**src/sv/pbrc_pkg.sv**
```systemverilog
package pbrc_pkg;

	// Field widths of the request and result items.
	localparam int BUTTON_W   = 2;
	localparam int BS_W       = 14;
	localparam int SLIDER_W   = 18;
	localparam int RATE_W     = 17;
	localparam int IN_TDATA_W = 40;

	// Field positions inside s_tdata, lowest bit first.
	localparam int IN_BUTTON_LSB  = 0;
	localparam int IN_PRESSED_LSB = IN_BUTTON_LSB + BUTTON_W;
	localparam int IN_BS_LSB      = IN_PRESSED_LSB + 1;
	localparam int IN_SLIDER_LSB  = IN_BS_LSB + BS_W;

	// Register widths and the configuration port.
	localparam int CFG_AW  = 3;
	localparam int CFG_DW  = 18;
	localparam int DIR_W   = 2;
	localparam int RANGE_W = 16;
	localparam int PCT_W   = 14;
	localparam int SENS_W  = 12;
	localparam int SR_W    = 18;

	// Serial divider: numerator head bits and divisor width.
	localparam int NUM_W = 21;
	localparam int DEN_W = 30;

	// Width of the refusal test sum and its fixed bias of 1.0 scaled by 2^32.
	localparam int TEST_W = 38;
	localparam logic signed [TEST_W-1:0] TEST_BIAS = 38'sh01_0000_0000;

	// Scale factors of the two step formulas.
	localparam int STEP_SCALE = 10000;
	localparam int LIN_SCALE  = 100;

	// Saturation bound of the rate output.
	localparam int RATE_MAX = 2**(RATE_W-1) - 1;

	typedef logic [DIR_W-1:0] dir_t;

	// Direction bits of the pressed mask.
	localparam dir_t DIR_NONE = 2'b00;
	localparam dir_t DIR_DOWN = 2'b01;
	localparam dir_t DIR_UP   = 2'b10;

	// Button codes.
	localparam logic [BUTTON_W-1:0] BTN_UP         = 2'd0;
	localparam logic [BUTTON_W-1:0] BTN_DOWN       = 2'd1;
	localparam logic [BUTTON_W-1:0] BTN_UP_SMALL   = 2'd2;
	localparam logic [BUTTON_W-1:0] BTN_DOWN_SMALL = 2'd3;

	// Request kinds and ramp modes.
	localparam logic REQ_BUTTON = 1'b0;
	localparam logic REQ_TICK   = 1'b1;
	localparam logic MODE_STEP  = 1'b0;
	localparam logic MODE_LIN   = 1'b1;

	// Register indexes of the configuration port.
	typedef enum logic [CFG_AW-1:0] {
		REG_RAMP_MODE   = 3'd0,
		REG_RATE_DIR    = 3'd1,
		REG_RATE_RANGE  = 3'd2,
		REG_COARSE_PCT  = 3'd3,
		REG_FINE_PCT    = 3'd4,
		REG_SENSITIVITY = 3'd5,
		REG_SAMPLE_RATE = 3'd6
	} cfg_reg_t;

	// Register reset values.
	localparam logic [DIR_W-1:0]   RST_RATE_DIR    = 2'b01;
	localparam logic [RANGE_W-1:0] RST_RATE_RANGE  = 16'd5243;
	localparam logic [PCT_W-1:0]   RST_COARSE_PCT  = 14'd400;
	localparam logic [PCT_W-1:0]   RST_FINE_PCT    = 14'd200;
	localparam logic [SENS_W-1:0]  RST_SENSITIVITY = 12'd250;
	localparam logic [SR_W-1:0]    RST_SAMPLE_RATE = 18'd44100;

endpackage

```
**src/sv/pitch_bend_ramp_controller_top.sv**
```systemverilog
// Temporary pitch-bend controller.
// Requests arrive on the s_ stream: s_tuser selects a button event or a buffer tick,
// s_tdata carries the button, press flag, buffer size and rate slider. Every request
// gives one result on the m_ stream: the bend (Q1.FRAC_BITS), the rate offset and the
// active flag. Registers are written through cfg_we/cfg_addr/cfg_wdata; the user
// must write them only while idle, which the block itself does not enforce. One
// request is worked on at a time. The products and quotients are formed by a
// bit-serial shift-add multiplier (one bit of the range per cycle) and a bit-serial
// restoring divider (one quotient bit per cycle). s_tready rises in the same cycle
// as m_tvalid. The result waits in an output register, so the next request is
// taken while the receiver stalls; only a second finished result waits for the
// register to drain. Reset clears the buttons, the bend and the linear step, and
// loads the register defaults. There is no clearing pass.
module pitch_bend_ramp_controller_top #(
	parameter int FRAC_BITS = 16,
	localparam int BEND_W = FRAC_BITS + 2,
	localparam int OUT_W = ((BEND_W + pbrc_pkg::RATE_W + 1 + 7) / 8) * 8
) (
	input  logic                           clk,
	input  logic                           arst_n,
	// Request stream.
	input  logic                           s_tvalid,
	output logic                           s_tready,
	// button, pressed, buffer_samples, rate_slider
	input  logic [pbrc_pkg::IN_TDATA_W-1:0] s_tdata,
	// req_type
	input  logic                           s_tuser,
	// Result stream.
	output logic                           m_tvalid,
	input  logic                           m_tready,
	// bend_value, bend_rate, bend_active
	output logic [OUT_W-1:0]               m_tdata,
	// Configuration write port.
	input  logic                           cfg_we,
	input  logic [pbrc_pkg::CFG_AW-1:0]    cfg_addr,
	input  logic [pbrc_pkg::CFG_DW-1:0]    cfg_wdata
);
	import pbrc_pkg::*;

	localparam int MW = (BEND_W > SLIDER_W) ? BEND_W : SLIDER_W;
	localparam int MX = MW + 1;
	localparam int AW = MW + RANGE_W;
	localparam int QW = FRAC_BITS + 3;
	localparam int VQW = FRAC_BITS + 4;
	localparam int VW = FRAC_BITS + 5;
	localparam int SX = SLIDER_W + 1;
	localparam int DIV_STEP_N = NUM_W + FRAC_BITS + 16;
	localparam int DIV_LIN_N = NUM_W + FRAC_BITS;
	localparam int CNT_W = $clog2(DIV_STEP_N);
	localparam int SHIFT = 32 - FRAC_BITS;
	localparam int ONE = 2**FRAC_BITS;
	localparam int FOUR = 4 * ONE;

	typedef enum logic [3:0] {
		ST_IDLE,
		ST_SLIDE,
		ST_FIRST,
		ST_DIV,
		ST_STEP,
		ST_SUM,
		ST_SET,
		ST_SECOND,
		ST_RLOAD,
		ST_RMUL,
		ST_FIN
	} state_t;

	state_t state_q;

	// Configuration registers.
	logic                ramp_mode_q;
	logic [DIR_W-1:0]    rate_dir_q;
	logic [RANGE_W-1:0]  rate_range_q;
	logic [PCT_W-1:0]    coarse_pct_q;
	logic [PCT_W-1:0]    fine_pct_q;
	logic [SENS_W-1:0]   ramp_sens_q;
	logic [SR_W-1:0]     sample_rate_q;

	// Controller state.
	logic [3:0]                 held_q;
	dir_t                       mask_q;
	dir_t                       cdir_q;
	logic                       started_q;
	logic signed [BEND_W-1:0]   bend_q;
	logic [QW-1:0]              lin_step_q;
	logic                       ret_second_q;
	logic [CNT_W-1:0]           cnt_q;

	// Serial multiplier and divider.
	logic [MW-1:0]       mul_a_q;
	logic [RANGE_W-1:0]  mul_b_q;
	logic [AW-1:0]       acc_q;
	logic [NUM_W-1:0]    num_q;
	logic [DEN_W-1:0]    den_q;
	logic [DEN_W-1:0]    rem_q;
	logic [QW-1:0]       q_q;
	logic                ovf_q;

	// Per-request working values.
	logic [BS_W-1:0]            bs_q;
	logic                       slider_neg_q;
	logic signed [TEST_W-1:0]   term_q;
	logic [QW-1:0]              m_q;
	logic                       sub_q;
	logic signed [VQW-1:0]      v_q;

	// Output register.
	logic                       m_tvalid_q;
	logic signed [BEND_W-1:0]   out_bend_q;
	logic signed [RATE_W-1:0]   out_rate_q;
	logic                       out_active_q;

	// Request fields.
	logic [BUTTON_W-1:0]        in_button;
	logic                       in_pressed;
	logic [BS_W-1:0]            in_bs;
	logic signed [SLIDER_W-1:0] in_slider;

	assign in_button  = s_tdata[IN_BUTTON_LSB +: BUTTON_W];
	assign in_pressed = s_tdata[IN_PRESSED_LSB];
	assign in_bs      = s_tdata[IN_BS_LSB +: BS_W];
	assign in_slider  = s_tdata[IN_SLIDER_LSB +: SLIDER_W];

	assign s_tready = (state_q == ST_IDLE);
	assign m_tvalid = m_tvalid_q;
	assign m_tdata  = OUT_W'({out_active_q, out_rate_q, out_bend_q});

	// Sign and magnitude of the slider direction multiplier.
	logic       dir_neg;
	logic [1:0] dir_mag;

	always_comb begin
		dir_neg = rate_dir_q[DIR_W-1];
		unique case (rate_dir_q)
			2'b00:   dir_mag = 2'd0;
			2'b10:   dir_mag = 2'd2;
			default: dir_mag = 2'd1;
		endcase
	end

	// Button event update of held bits, pressed mask and direction.
	dir_t       btn_bit;
	logic [3:0] btn_onehot;
	logic [3:0] held_n;
	dir_t       mask_n;
	dir_t       cdir_n;

	always_comb begin
		btn_bit = (in_button == BTN_UP || in_button == BTN_UP_SMALL) ? DIR_UP : DIR_DOWN;
		btn_onehot = 4'b0001 << in_button;
		held_n = in_pressed ? (held_q | btn_onehot) : (held_q & ~btn_onehot);
		mask_n = mask_q;
		cdir_n = cdir_q;
		priority if (in_pressed && (mask_q & btn_bit) == DIR_NONE) begin
			mask_n = mask_q | btn_bit;
			cdir_n = btn_bit;
		end else if (!in_pressed) begin
			mask_n = mask_q & ~btn_bit;
			cdir_n = mask_q & ~btn_bit;
		end else begin
			mask_n = mask_q;
		end
	end

	// Magnitudes that feed the multiplier.
	logic signed [SX-1:0] slider_x;
	logic signed [SX-1:0] slider_mag;
	logic signed [MX-1:0] bend_x;
	logic signed [MX-1:0] bend_mag;

	always_comb begin
		slider_x = SX'(in_slider);
		slider_mag = slider_x[SX-1] ? -slider_x : slider_x;
		bend_x = MX'(bend_q);
		bend_mag = bend_x[MX-1] ? -bend_x : bend_x;
	end

	// One shift-add step of the multiplier, range bit by range bit.
	logic [MW:0]   mul_sum;
	logic [AW-1:0] mul_next;

	always_comb begin
		mul_sum = {1'b0, acc_q[AW-1:RANGE_W]} + (mul_b_q[0] ? {1'b0, mul_a_q} : '0);
		mul_next = {mul_sum, acc_q[RANGE_W-1:1]};
	end

	// Product scaled by the direction magnitude, and the two uses of it.
	logic [AW:0]              prod_x;
	logic signed [TEST_W-1:0] prod_t;
	logic signed [TEST_W-1:0] slider_term;
	logic [MX-1:0]            rate_mag;
	logic [RATE_W-1:0]        rate_neg_mag;
	logic signed [RATE_W-1:0] rate_val;

	always_comb begin
		unique case (dir_mag)
			2'd1:    prod_x = {1'b0, acc_q};
			2'd2:    prod_x = {acc_q, 1'b0};
			default: prod_x = '0;
		endcase
		prod_t = TEST_W'(prod_x);
		slider_term = (slider_neg_q ^ dir_neg) ? -prod_t : prod_t;
		rate_mag = prod_x[AW:RANGE_W];
		rate_neg_mag = (rate_mag > MX'(RATE_MAX + 1)) ? RATE_W'(RATE_MAX + 1) : RATE_W'(rate_mag);
		if (bend_q[BEND_W-1] ^ dir_neg) begin
			rate_val = -rate_neg_mag;
		end else begin
			rate_val = (rate_mag > MX'(RATE_MAX)) ? RATE_W'(RATE_MAX) : RATE_W'(rate_mag);
		end
	end

	// One restoring step of the divider.
	logic [DEN_W:0]   div_trial;
	logic [DEN_W:0]   div_diff;
	logic             div_bit;
	logic [DEN_W-1:0] rem_next;
	logic [QW-1:0]    q_sat;

	always_comb begin
		div_trial = {rem_q, num_q[NUM_W-1]};
		div_diff = div_trial - {1'b0, den_q};
		div_bit = (div_trial >= {1'b0, den_q});
		rem_next = div_bit ? div_diff[DEN_W-1:0] : div_trial[DEN_W-1:0];
		q_sat = ovf_q ? '1 : q_q;
	end

	// Stepping operands: first held button in priority order.
	logic [PCT_W-1:0] step_pct;
	logic             step_sub;
	logic [DEN_W-1:0] step_den;
	logic [DEN_W-1:0] lin_den;
	logic [NUM_W-1:0] lin_num;
	logic [QW-1:0]    step_mag;

	always_comb begin
		priority if (held_q[BTN_UP]) begin
			step_pct = coarse_pct_q;
			step_sub = 1'b0;
		end else if (held_q[BTN_DOWN]) begin
			step_pct = coarse_pct_q;
			step_sub = 1'b1;
		end else if (held_q[BTN_UP_SMALL]) begin
			step_pct = fine_pct_q;
			step_sub = 1'b0;
		end else begin
			step_pct = fine_pct_q;
			step_sub = 1'b1;
		end
		step_den = DEN_W'(rate_range_q) * DEN_W'(STEP_SCALE);
		lin_den = DEN_W'(sample_rate_q) * DEN_W'(ramp_sens_q);
		lin_num = NUM_W'(bs_q) * NUM_W'(LIN_SCALE);
		unique case (dir_mag)
			2'd1:    step_mag = q_sat;
			2'd2:    step_mag = q_sat[QW-1] ? '1 : {q_sat[QW-2:0], 1'b0};
			default: step_mag = '0;
		endcase
	end

	// New bend before the refusal test, limited to four times unity.
	logic signed [VW-1:0]     sum_b;
	logic signed [VW-1:0]     sum_m;
	logic signed [VW-1:0]     sum_v;
	logic signed [VQW-1:0]    v_clamp;
	logic signed [TEST_W-1:0] v_ext;
	logic signed [TEST_W-1:0] test_sum;
	logic signed [BEND_W-1:0] bend_new;

	always_comb begin
		sum_b = VW'(bend_q);
		sum_m = VW'(m_q);
		sum_v = sub_q ? (sum_b - sum_m) : (sum_b + sum_m);
		if (sum_v > VW'(FOUR)) begin
			v_clamp = VQW'(FOUR);
		end else if (sum_v < VW'(-FOUR)) begin
			v_clamp = VQW'(-FOUR);
		end else begin
			v_clamp = VQW'(sum_v);
		end
		// Refused when 1 + dir*range*slider + value is negative.
		v_ext = TEST_W'(v_q);
		test_sum = TEST_BIAS + term_q + (v_ext <<< SHIFT);
		if (v_q > VQW'(ONE)) begin
			bend_new = BEND_W'(ONE);
		end else if (v_q < VQW'(-ONE)) begin
			bend_new = BEND_W'(-ONE);
		end else begin
			bend_new = BEND_W'(v_q);
		end
	end

	// Configuration writes.
	always_ff @(posedge clk or negedge arst_n) begin
		if (!arst_n) begin
			ramp_mode_q <= MODE_STEP;
			rate_dir_q <= RST_RATE_DIR;
			rate_range_q <= RST_RATE_RANGE;
			coarse_pct_q <= RST_COARSE_PCT;
			fine_pct_q <= RST_FINE_PCT;
			ramp_sens_q <= RST_SENSITIVITY;
			sample_rate_q <= RST_SAMPLE_RATE;
		end else if (cfg_we) begin
			unique case (cfg_reg_t'(cfg_addr))
				REG_RAMP_MODE:   ramp_mode_q <= cfg_wdata[0];
				REG_RATE_DIR:    rate_dir_q <= cfg_wdata[DIR_W-1:0];
				REG_RATE_RANGE:  rate_range_q <= cfg_wdata[RANGE_W-1:0];
				REG_COARSE_PCT:  coarse_pct_q <= cfg_wdata[PCT_W-1:0];
				REG_FINE_PCT:    fine_pct_q <= cfg_wdata[PCT_W-1:0];
				REG_SENSITIVITY: ramp_sens_q <= cfg_wdata[SENS_W-1:0];
				REG_SAMPLE_RATE: sample_rate_q <= cfg_wdata[SR_W-1:0];
				default: begin
				end
			endcase
		end
	end

	// Sequencer with its datapath and the output register.
	always_ff @(posedge clk or negedge arst_n) begin
		if (!arst_n) begin
			state_q <= ST_IDLE;
			held_q <= '0;
			mask_q <= DIR_NONE;
			cdir_q <= DIR_NONE;
			started_q <= 1'b0;
			bend_q <= '0;
			lin_step_q <= '0;
			ret_second_q <= 1'b0;
			cnt_q <= '0;
			mul_a_q <= '0;
			mul_b_q <= '0;
			acc_q <= '0;
			num_q <= '0;
			den_q <= '0;
			rem_q <= '0;
			q_q <= '0;
			ovf_q <= 1'b0;
			bs_q <= '0;
			slider_neg_q <= 1'b0;
			term_q <= '0;
			m_q <= '0;
			sub_q <= 1'b0;
			v_q <= '0;
			m_tvalid_q <= 1'b0;
			out_bend_q <= '0;
			out_rate_q <= '0;
			out_active_q <= 1'b0;
		end else begin
			// The final state reloads the output register itself.
			if (m_tvalid_q && m_tready && state_q != ST_FIN) begin
				m_tvalid_q <= 1'b0;
			end
			unique case (state_q)
				ST_IDLE: begin
					if (s_tvalid) begin
						if (s_tuser == REQ_TICK) begin
							mul_a_q <= MW'(slider_mag[SLIDER_W-1:0]);
							mul_b_q <= rate_range_q;
							acc_q <= '0;
							cnt_q <= CNT_W'(RANGE_W - 1);
							bs_q <= in_bs;
							slider_neg_q <= in_slider[SLIDER_W-1];
							state_q <= ST_SLIDE;
						end else begin
							held_q <= held_n;
							mask_q <= mask_n;
							cdir_q <= cdir_n;
							state_q <= ST_RLOAD;
						end
					end
				end
				// range * |slider|
				ST_SLIDE: begin
					acc_q <= mul_next;
					mul_b_q <= mul_b_q >> 1;
					cnt_q <= cnt_q - 1'b1;
					if (cnt_q == '0) begin
						state_q <= ST_FIRST;
					end
				end
				// First tick of a press: start the step division, or the linear step division in linear mode.
				ST_FIRST: begin
					term_q <= slider_term;
					ret_second_q <= 1'b1;
					rem_q <= '0;
					q_q <= '0;
					ovf_q <= 1'b0;
					if (mask_q != DIR_NONE && !started_q) begin
						started_q <= 1'b1;
						if (ramp_mode_q == MODE_STEP) begin
							priority if (rate_range_q == '0) begin
								state_q <= ST_RLOAD;
							end else if (held_q != '0) begin
								num_q <= NUM_W'(step_pct);
								den_q <= step_den;
								cnt_q <= CNT_W'(DIV_STEP_N - 1);
								sub_q <= step_sub ^ dir_neg;
								state_q <= ST_DIV;
							end else begin
								state_q <= ST_SECOND;
							end
						end else begin
							num_q <= lin_num;
							den_q <= lin_den;
							cnt_q <= CNT_W'(DIV_LIN_N - 1);
							state_q <= ST_DIV;
						end
					end else begin
						state_q <= ST_SECOND;
					end
				end
				// One quotient bit per cycle; bits above the kept width saturate.
				ST_DIV: begin
					num_q <= num_q << 1;
					rem_q <= rem_next;
					q_q <= {q_q[QW-2:0], div_bit};
					ovf_q <= ovf_q | q_q[QW-1];
					cnt_q <= cnt_q - 1'b1;
					if (cnt_q == '0) begin
						state_q <= ST_STEP;
					end
				end
				ST_STEP: begin
					if (ramp_mode_q == MODE_STEP) begin
						m_q <= step_mag;
						state_q <= ST_SUM;
					end else begin
						lin_step_q <= q_sat;
						state_q <= ST_SECOND;
					end
				end
				ST_SUM: begin
					v_q <= v_clamp;
					state_q <= ST_SET;
				end
				ST_SET: begin
					if (!test_sum[TEST_W-1]) begin
						bend_q <= bend_new;
					end
					state_q <= ret_second_q ? ST_SECOND : ST_RLOAD;
				end
				// Ramp while held, or return to zero after release.
				ST_SECOND: begin
					ret_second_q <= 1'b0;
					if (ramp_mode_q == MODE_LIN) begin
						priority if (cdir_q == DIR_UP) begin
							m_q <= lin_step_q;
							sub_q <= 1'b0;
							state_q <= ST_SUM;
						end else if (cdir_q == DIR_DOWN) begin
							m_q <= lin_step_q;
							sub_q <= 1'b1;
							state_q <= ST_SUM;
						end else if (cdir_q == DIR_NONE && started_q) begin
							started_q <= 1'b0;
							v_q <= '0;
							state_q <= ST_SET;
						end else begin
							state_q <= ST_RLOAD;
						end
					end else if (started_q && cdir_q == DIR_NONE) begin
						started_q <= 1'b0;
						v_q <= '0;
						state_q <= ST_SET;
					end else begin
						state_q <= ST_RLOAD;
					end
				end
				ST_RLOAD: begin
					mul_a_q <= bend_mag[MW-1:0];
					mul_b_q <= rate_range_q;
					acc_q <= '0;
					cnt_q <= CNT_W'(RANGE_W - 1);
					state_q <= ST_RMUL;
				end
				// range * |bend|
				ST_RMUL: begin
					acc_q <= mul_next;
					mul_b_q <= mul_b_q >> 1;
					cnt_q <= cnt_q - 1'b1;
					if (cnt_q == '0) begin
						state_q <= ST_FIN;
					end
				end
				ST_FIN: begin
					if (!m_tvalid_q || m_tready) begin
						out_bend_q <= bend_q;
						out_rate_q <= rate_val;
						out_active_q <= started_q;
						m_tvalid_q <= 1'b1;
						state_q <= ST_IDLE;
					end
				end
				default: begin
					state_q <= ST_IDLE;
				end
			endcase
		end
	end

	// The stored bend never leaves the unit interval.
	a_bend_range: assert property (@(posedge clk) disable iff (!arst_n)
		bend_q <= BEND_W'(ONE) && bend_q >= BEND_W'(-ONE))
		else $error("bend left the unit interval");

	// The direction is zero exactly when no direction is pressed.
	a_dir_mask: assert property (@(posedge clk) disable iff (!arst_n)
		(cdir_q == DIR_NONE) == (mask_q == DIR_NONE))
		else $error("direction and pressed mask disagree");

	// A request is worked on alone.
	a_one_request: assert property (@(posedge clk) disable iff (!arst_n)
		s_tvalid && s_tready |=> !s_tready)
		else $error("request accepted while busy");

	// A result is only raised by the final state.
	a_result_source: assert property (@(posedge clk) disable iff (!arst_n)
		$rose(m_tvalid_q) |-> $past(state_q) == ST_FIN)
		else $error("result raised outside the final state");

endmodule

```
**config.mk**
```make
export PLATFORM = sky130hd
export DESIGN_NAME = pitch_bend_ramp_controller_top
export DESIGN_NICKNAME = d
export VERILOG_FILES = /design/src/sv/pbrc_pkg.sv /design/src/sv/pitch_bend_ramp_controller_top.sv
export SDC_FILE = /design/constraint.sdc
export NUM_CORES = 2
export LEC_CHECK = 0
export BUFFER_PORTS_ARGS = -buffer_cell sky130_fd_sc_hd__buf_2
export CAP_MARGIN = 20
export CORE_MARGIN = 5
export CORE_UTILIZATION = 30
export CTS_CLUSTER_DIAMETER = 50
export DETAILED_ROUTE_END_ITERATION = 10
export PLACE_DENSITY_LB_ADDON = 0.25
export SLEW_MARGIN = 25
export SYNTH_ARGS = -nofsm -noshare
export SYNTH_HDL_FRONTEND = slang
export SYNTH_SLANG_ARGS = --single-unit
```
**constraint.sdc**
```tcl
create_clock -name clk -period 7.95 [get_ports clk]
set_input_delay 1.59 -clock clk [delete_from_list [all_inputs] [get_ports clk]]
set_output_delay 1.59 -clock clk [all_outputs]
set_load 0.01 [all_outputs]
```
==> metrics <==
first-pass GRT wire length=157,900 um; gp weighted congestion=0.8283; die area=0.1244 sq mm; final setup fails=0; total grt overflow=0; dominant cell type by area after synthesis=dfrtp_1; num rows=125; RSZ-0062 raised after global routing=false; largest net degree at the start of global routing=145; worst clock skew=0.04749 ns; final hold viol count=0; Detailed Routing Iterations Pass 1=5; DP Wirelength=73,130 um; WP data arrival=7.12 ns; CP delay by family, top=adder cells; htree depth=3; layout cells sized above 1=0.1081; clock tree buffer depth=3; drt total wl=98,390 um; Hold WC Path Type=flop to flop; Worst path most repeated cell=fa_1; post-synthesis async set-or-reset flop share=1.000; number of synthesized flops with an enable pin=0; Layout area overhead=13.23%; Worst slew margin=0.3099; synthesized area=0.03524 sq mm; CP Launch Type=flop; Synth Instances=3,980; Finished Cell Area=0.03990 sq mm; WS Path Type=flop to flop; Synth area leaders=dfrtp_1 28%, fa_1 12%, ha_1 11%; DR WL/cell=17.64 um; initial antenna violation count=6; crit path max fanout=19; root buf cell=clkbuf_16; Area after DPL=0.03718 sq mm; Top FF cell, synth=dfrtp_1; GRT Total Usage=0.1574; DR vias=27,562; pre-CTS setup slack=1.317 ns; postcts setup bufs=0; Worst-Skew Late Latency=0.68 ns; # clock sinks=417; Port-buffer cells=99; vias per cell=4.942; share of the synthesized area in the top cell type=0.2769; Clk pin slew, worst setup/hold paths=0.05 ns; Core Region=0.1164 sq mm; Critical Path Max Stage Delay=0.82 ns; Syn Area/Cell=8.855 sq um; cts hold-fix bufs=0; Synth cell types=96; CP max-delay cell=dfstp_2; min Tclk post-route=6.562 ns; CP Capture Type=flop; Commonest cells post-synth=594 x nand2_1, 433 x inv_1, 390 x dfrtp_1; TritonCTS clock tree=yes; status=finished, final reports clean; Initial DRC Count=1,740; number of global-route vias before repair=27,398; filler instances=12,203; Critical Path RT=8.51 ns; PostCTS Resize Cnt=0; reg2reg setup slack=1.39 ns; Antenna Nets Post-Route=0; Nets=4,574; clock buffer count from CTS=76; Slew @ Worst Pin=1.035 ns; Chip Height=352.7 um; final setup TNS=0 ns; max frequency=0.1524 GHz; worst setup margin=1.388 ns; DRC viols=0; most frequent cell after synthesis=nand2_1; critical path, cell by cell=nand2_1, fa_1, fa_1, inv_1, fa_1, fa_1, inv_1, fa_1, inv_1, ha_1, a211oi_1, nor2_1, o32ai_1, o31ai_1, a31oi_1, o31ai_1, o31ai_1, xnor2_1, a222oi_1; yosys warns=0; IO Pins=109; sequential cell area fraction in the yosys report=0.2970; die width=352.7 um; MaxCap Viol Count=0; fin. max-slew vios=0; Initial Utilization=0.3029; worst path bufs/invs=3; Final Cycle Share=0.8254; flop and latch count out of synthesis=417
metal layers:
layer	vias up	global-route usage	part of all wire
met2	450	0.2495	0.44
met4	4	0.04888	0.032
li1	13593	-	-
met1	13367	0.2173	0.48
met5	-	0	0.00030
met3	148	0.03076	0.043
cell type report:
type,count,area [sq um],share of cell area
Inverter,434,1629,0.04082
Tap cell,1524,1907,0.04778
Clock inverter,48,658.1,0.01649
Clock buffer,90,2064,0.05174
Timing Repair Buffer,131,770.7,0.01931
Multi-Input combinational cell,2932,22400,0.5614
Sequential cell,417,10470,0.2624
Antenna cell,1,2.502,0.00006271
metrics by stage:
step / utilization / hold WS [ns] / std cells
finish: 0.3429 / 0.4655 / 5577
detailed placement: 0.3195 / 0.4584 / 5438
global placement: 0.3194 / 0.4539 / 5438
global route: 0.3429 / 0.4856 / 5576
CTS: 0.3429 / 0.4727 / 5576
floorplan: - / 0.4418 / 3983
state kept, by name (all words and copies together) (netlist names), 20 cells and up, named ones only:
name	cells
term_q	22
rem_q	30
v_q	20
num_q	21
den_q	30
acc_q	34
tightest hold or removal path, stage by stage (launching register included):
cell and delay, ns:
dfrtp_1 0.33, nand2_1 0.05, nand2_1 0.05
layout by cell type (no fill, tap or decap), types with 17 or more instances in the layout:
cell type  netlist  final
and2_1          91     90
buf_2            8     98
nand2_1        594    592
dfrtp_1        390    388
a22oi_1         28     28
nand4_1         18     18
or3_1           21     20
mux2_2          76     76
o21ai_0        379    377
nand3_1         62     62
xnor2_1        102    101
a211oi_1        34     34
a22o_1          45     45
nor4_1          17     17
nor3_1          52     50
inv_1          433    433
dfstp_2         27     27
a21o_1          61     61
nor2_1         160    158
nand2b_1        21     20
ha_1           308    308
o211ai_1        17     17
a31oi_1         32     32
o21a_1          20     20
buf_4            7     30
fa_1           207    207
clkbuf_16        0     76
mux2i_1         75     75
nor2b_1         21     20
xor2_1          66     66
or2_2           19     19
a21oi_1        167    167
and3_1          19     19
o31ai_1         35     35
logic make-up (layout without fill, tap and decap cells):
kind of cell / after synthesis / count (layout) / synth area share
AO/OA/AOI/OAI: 947 / 947 / 0.1691
XOR/XNOR: 168 / 168 / 0.04175
adder cells (fa/ha/maj): 515 / 515 / 0.2269
buffers and inverters: 634 / 703 / 0.06919
flip-flops: 417 / 417 / 0.2970
multiplexers: 152 / 152 / 0.04622
other: 1 / 5 / 0.0001064
AND/OR/NAND/NOR: 1146 / 1146 / 0.1497
final timing paths:
path                                  end           start  cells past startpoint
setup / recovery                den_q[29]  ramp_sens_q[5]                     19
hold / removal              out_bend_q[7]   out_bend_q[7]                      2
setup reg to reg                den_q[29]  ramp_sens_q[5]                     19
hold reg to reg             out_bend_q[7]   out_bend_q[7]                      2
max in group asynchronous  ramp_sens_q[9]          arst_n                      2
min in group asynchronous        acc_q[9]          arst_n                      1
Power is not shown: default switching activity piles up to over one toggle a cycle in this logic, so the estimate is an artifact.
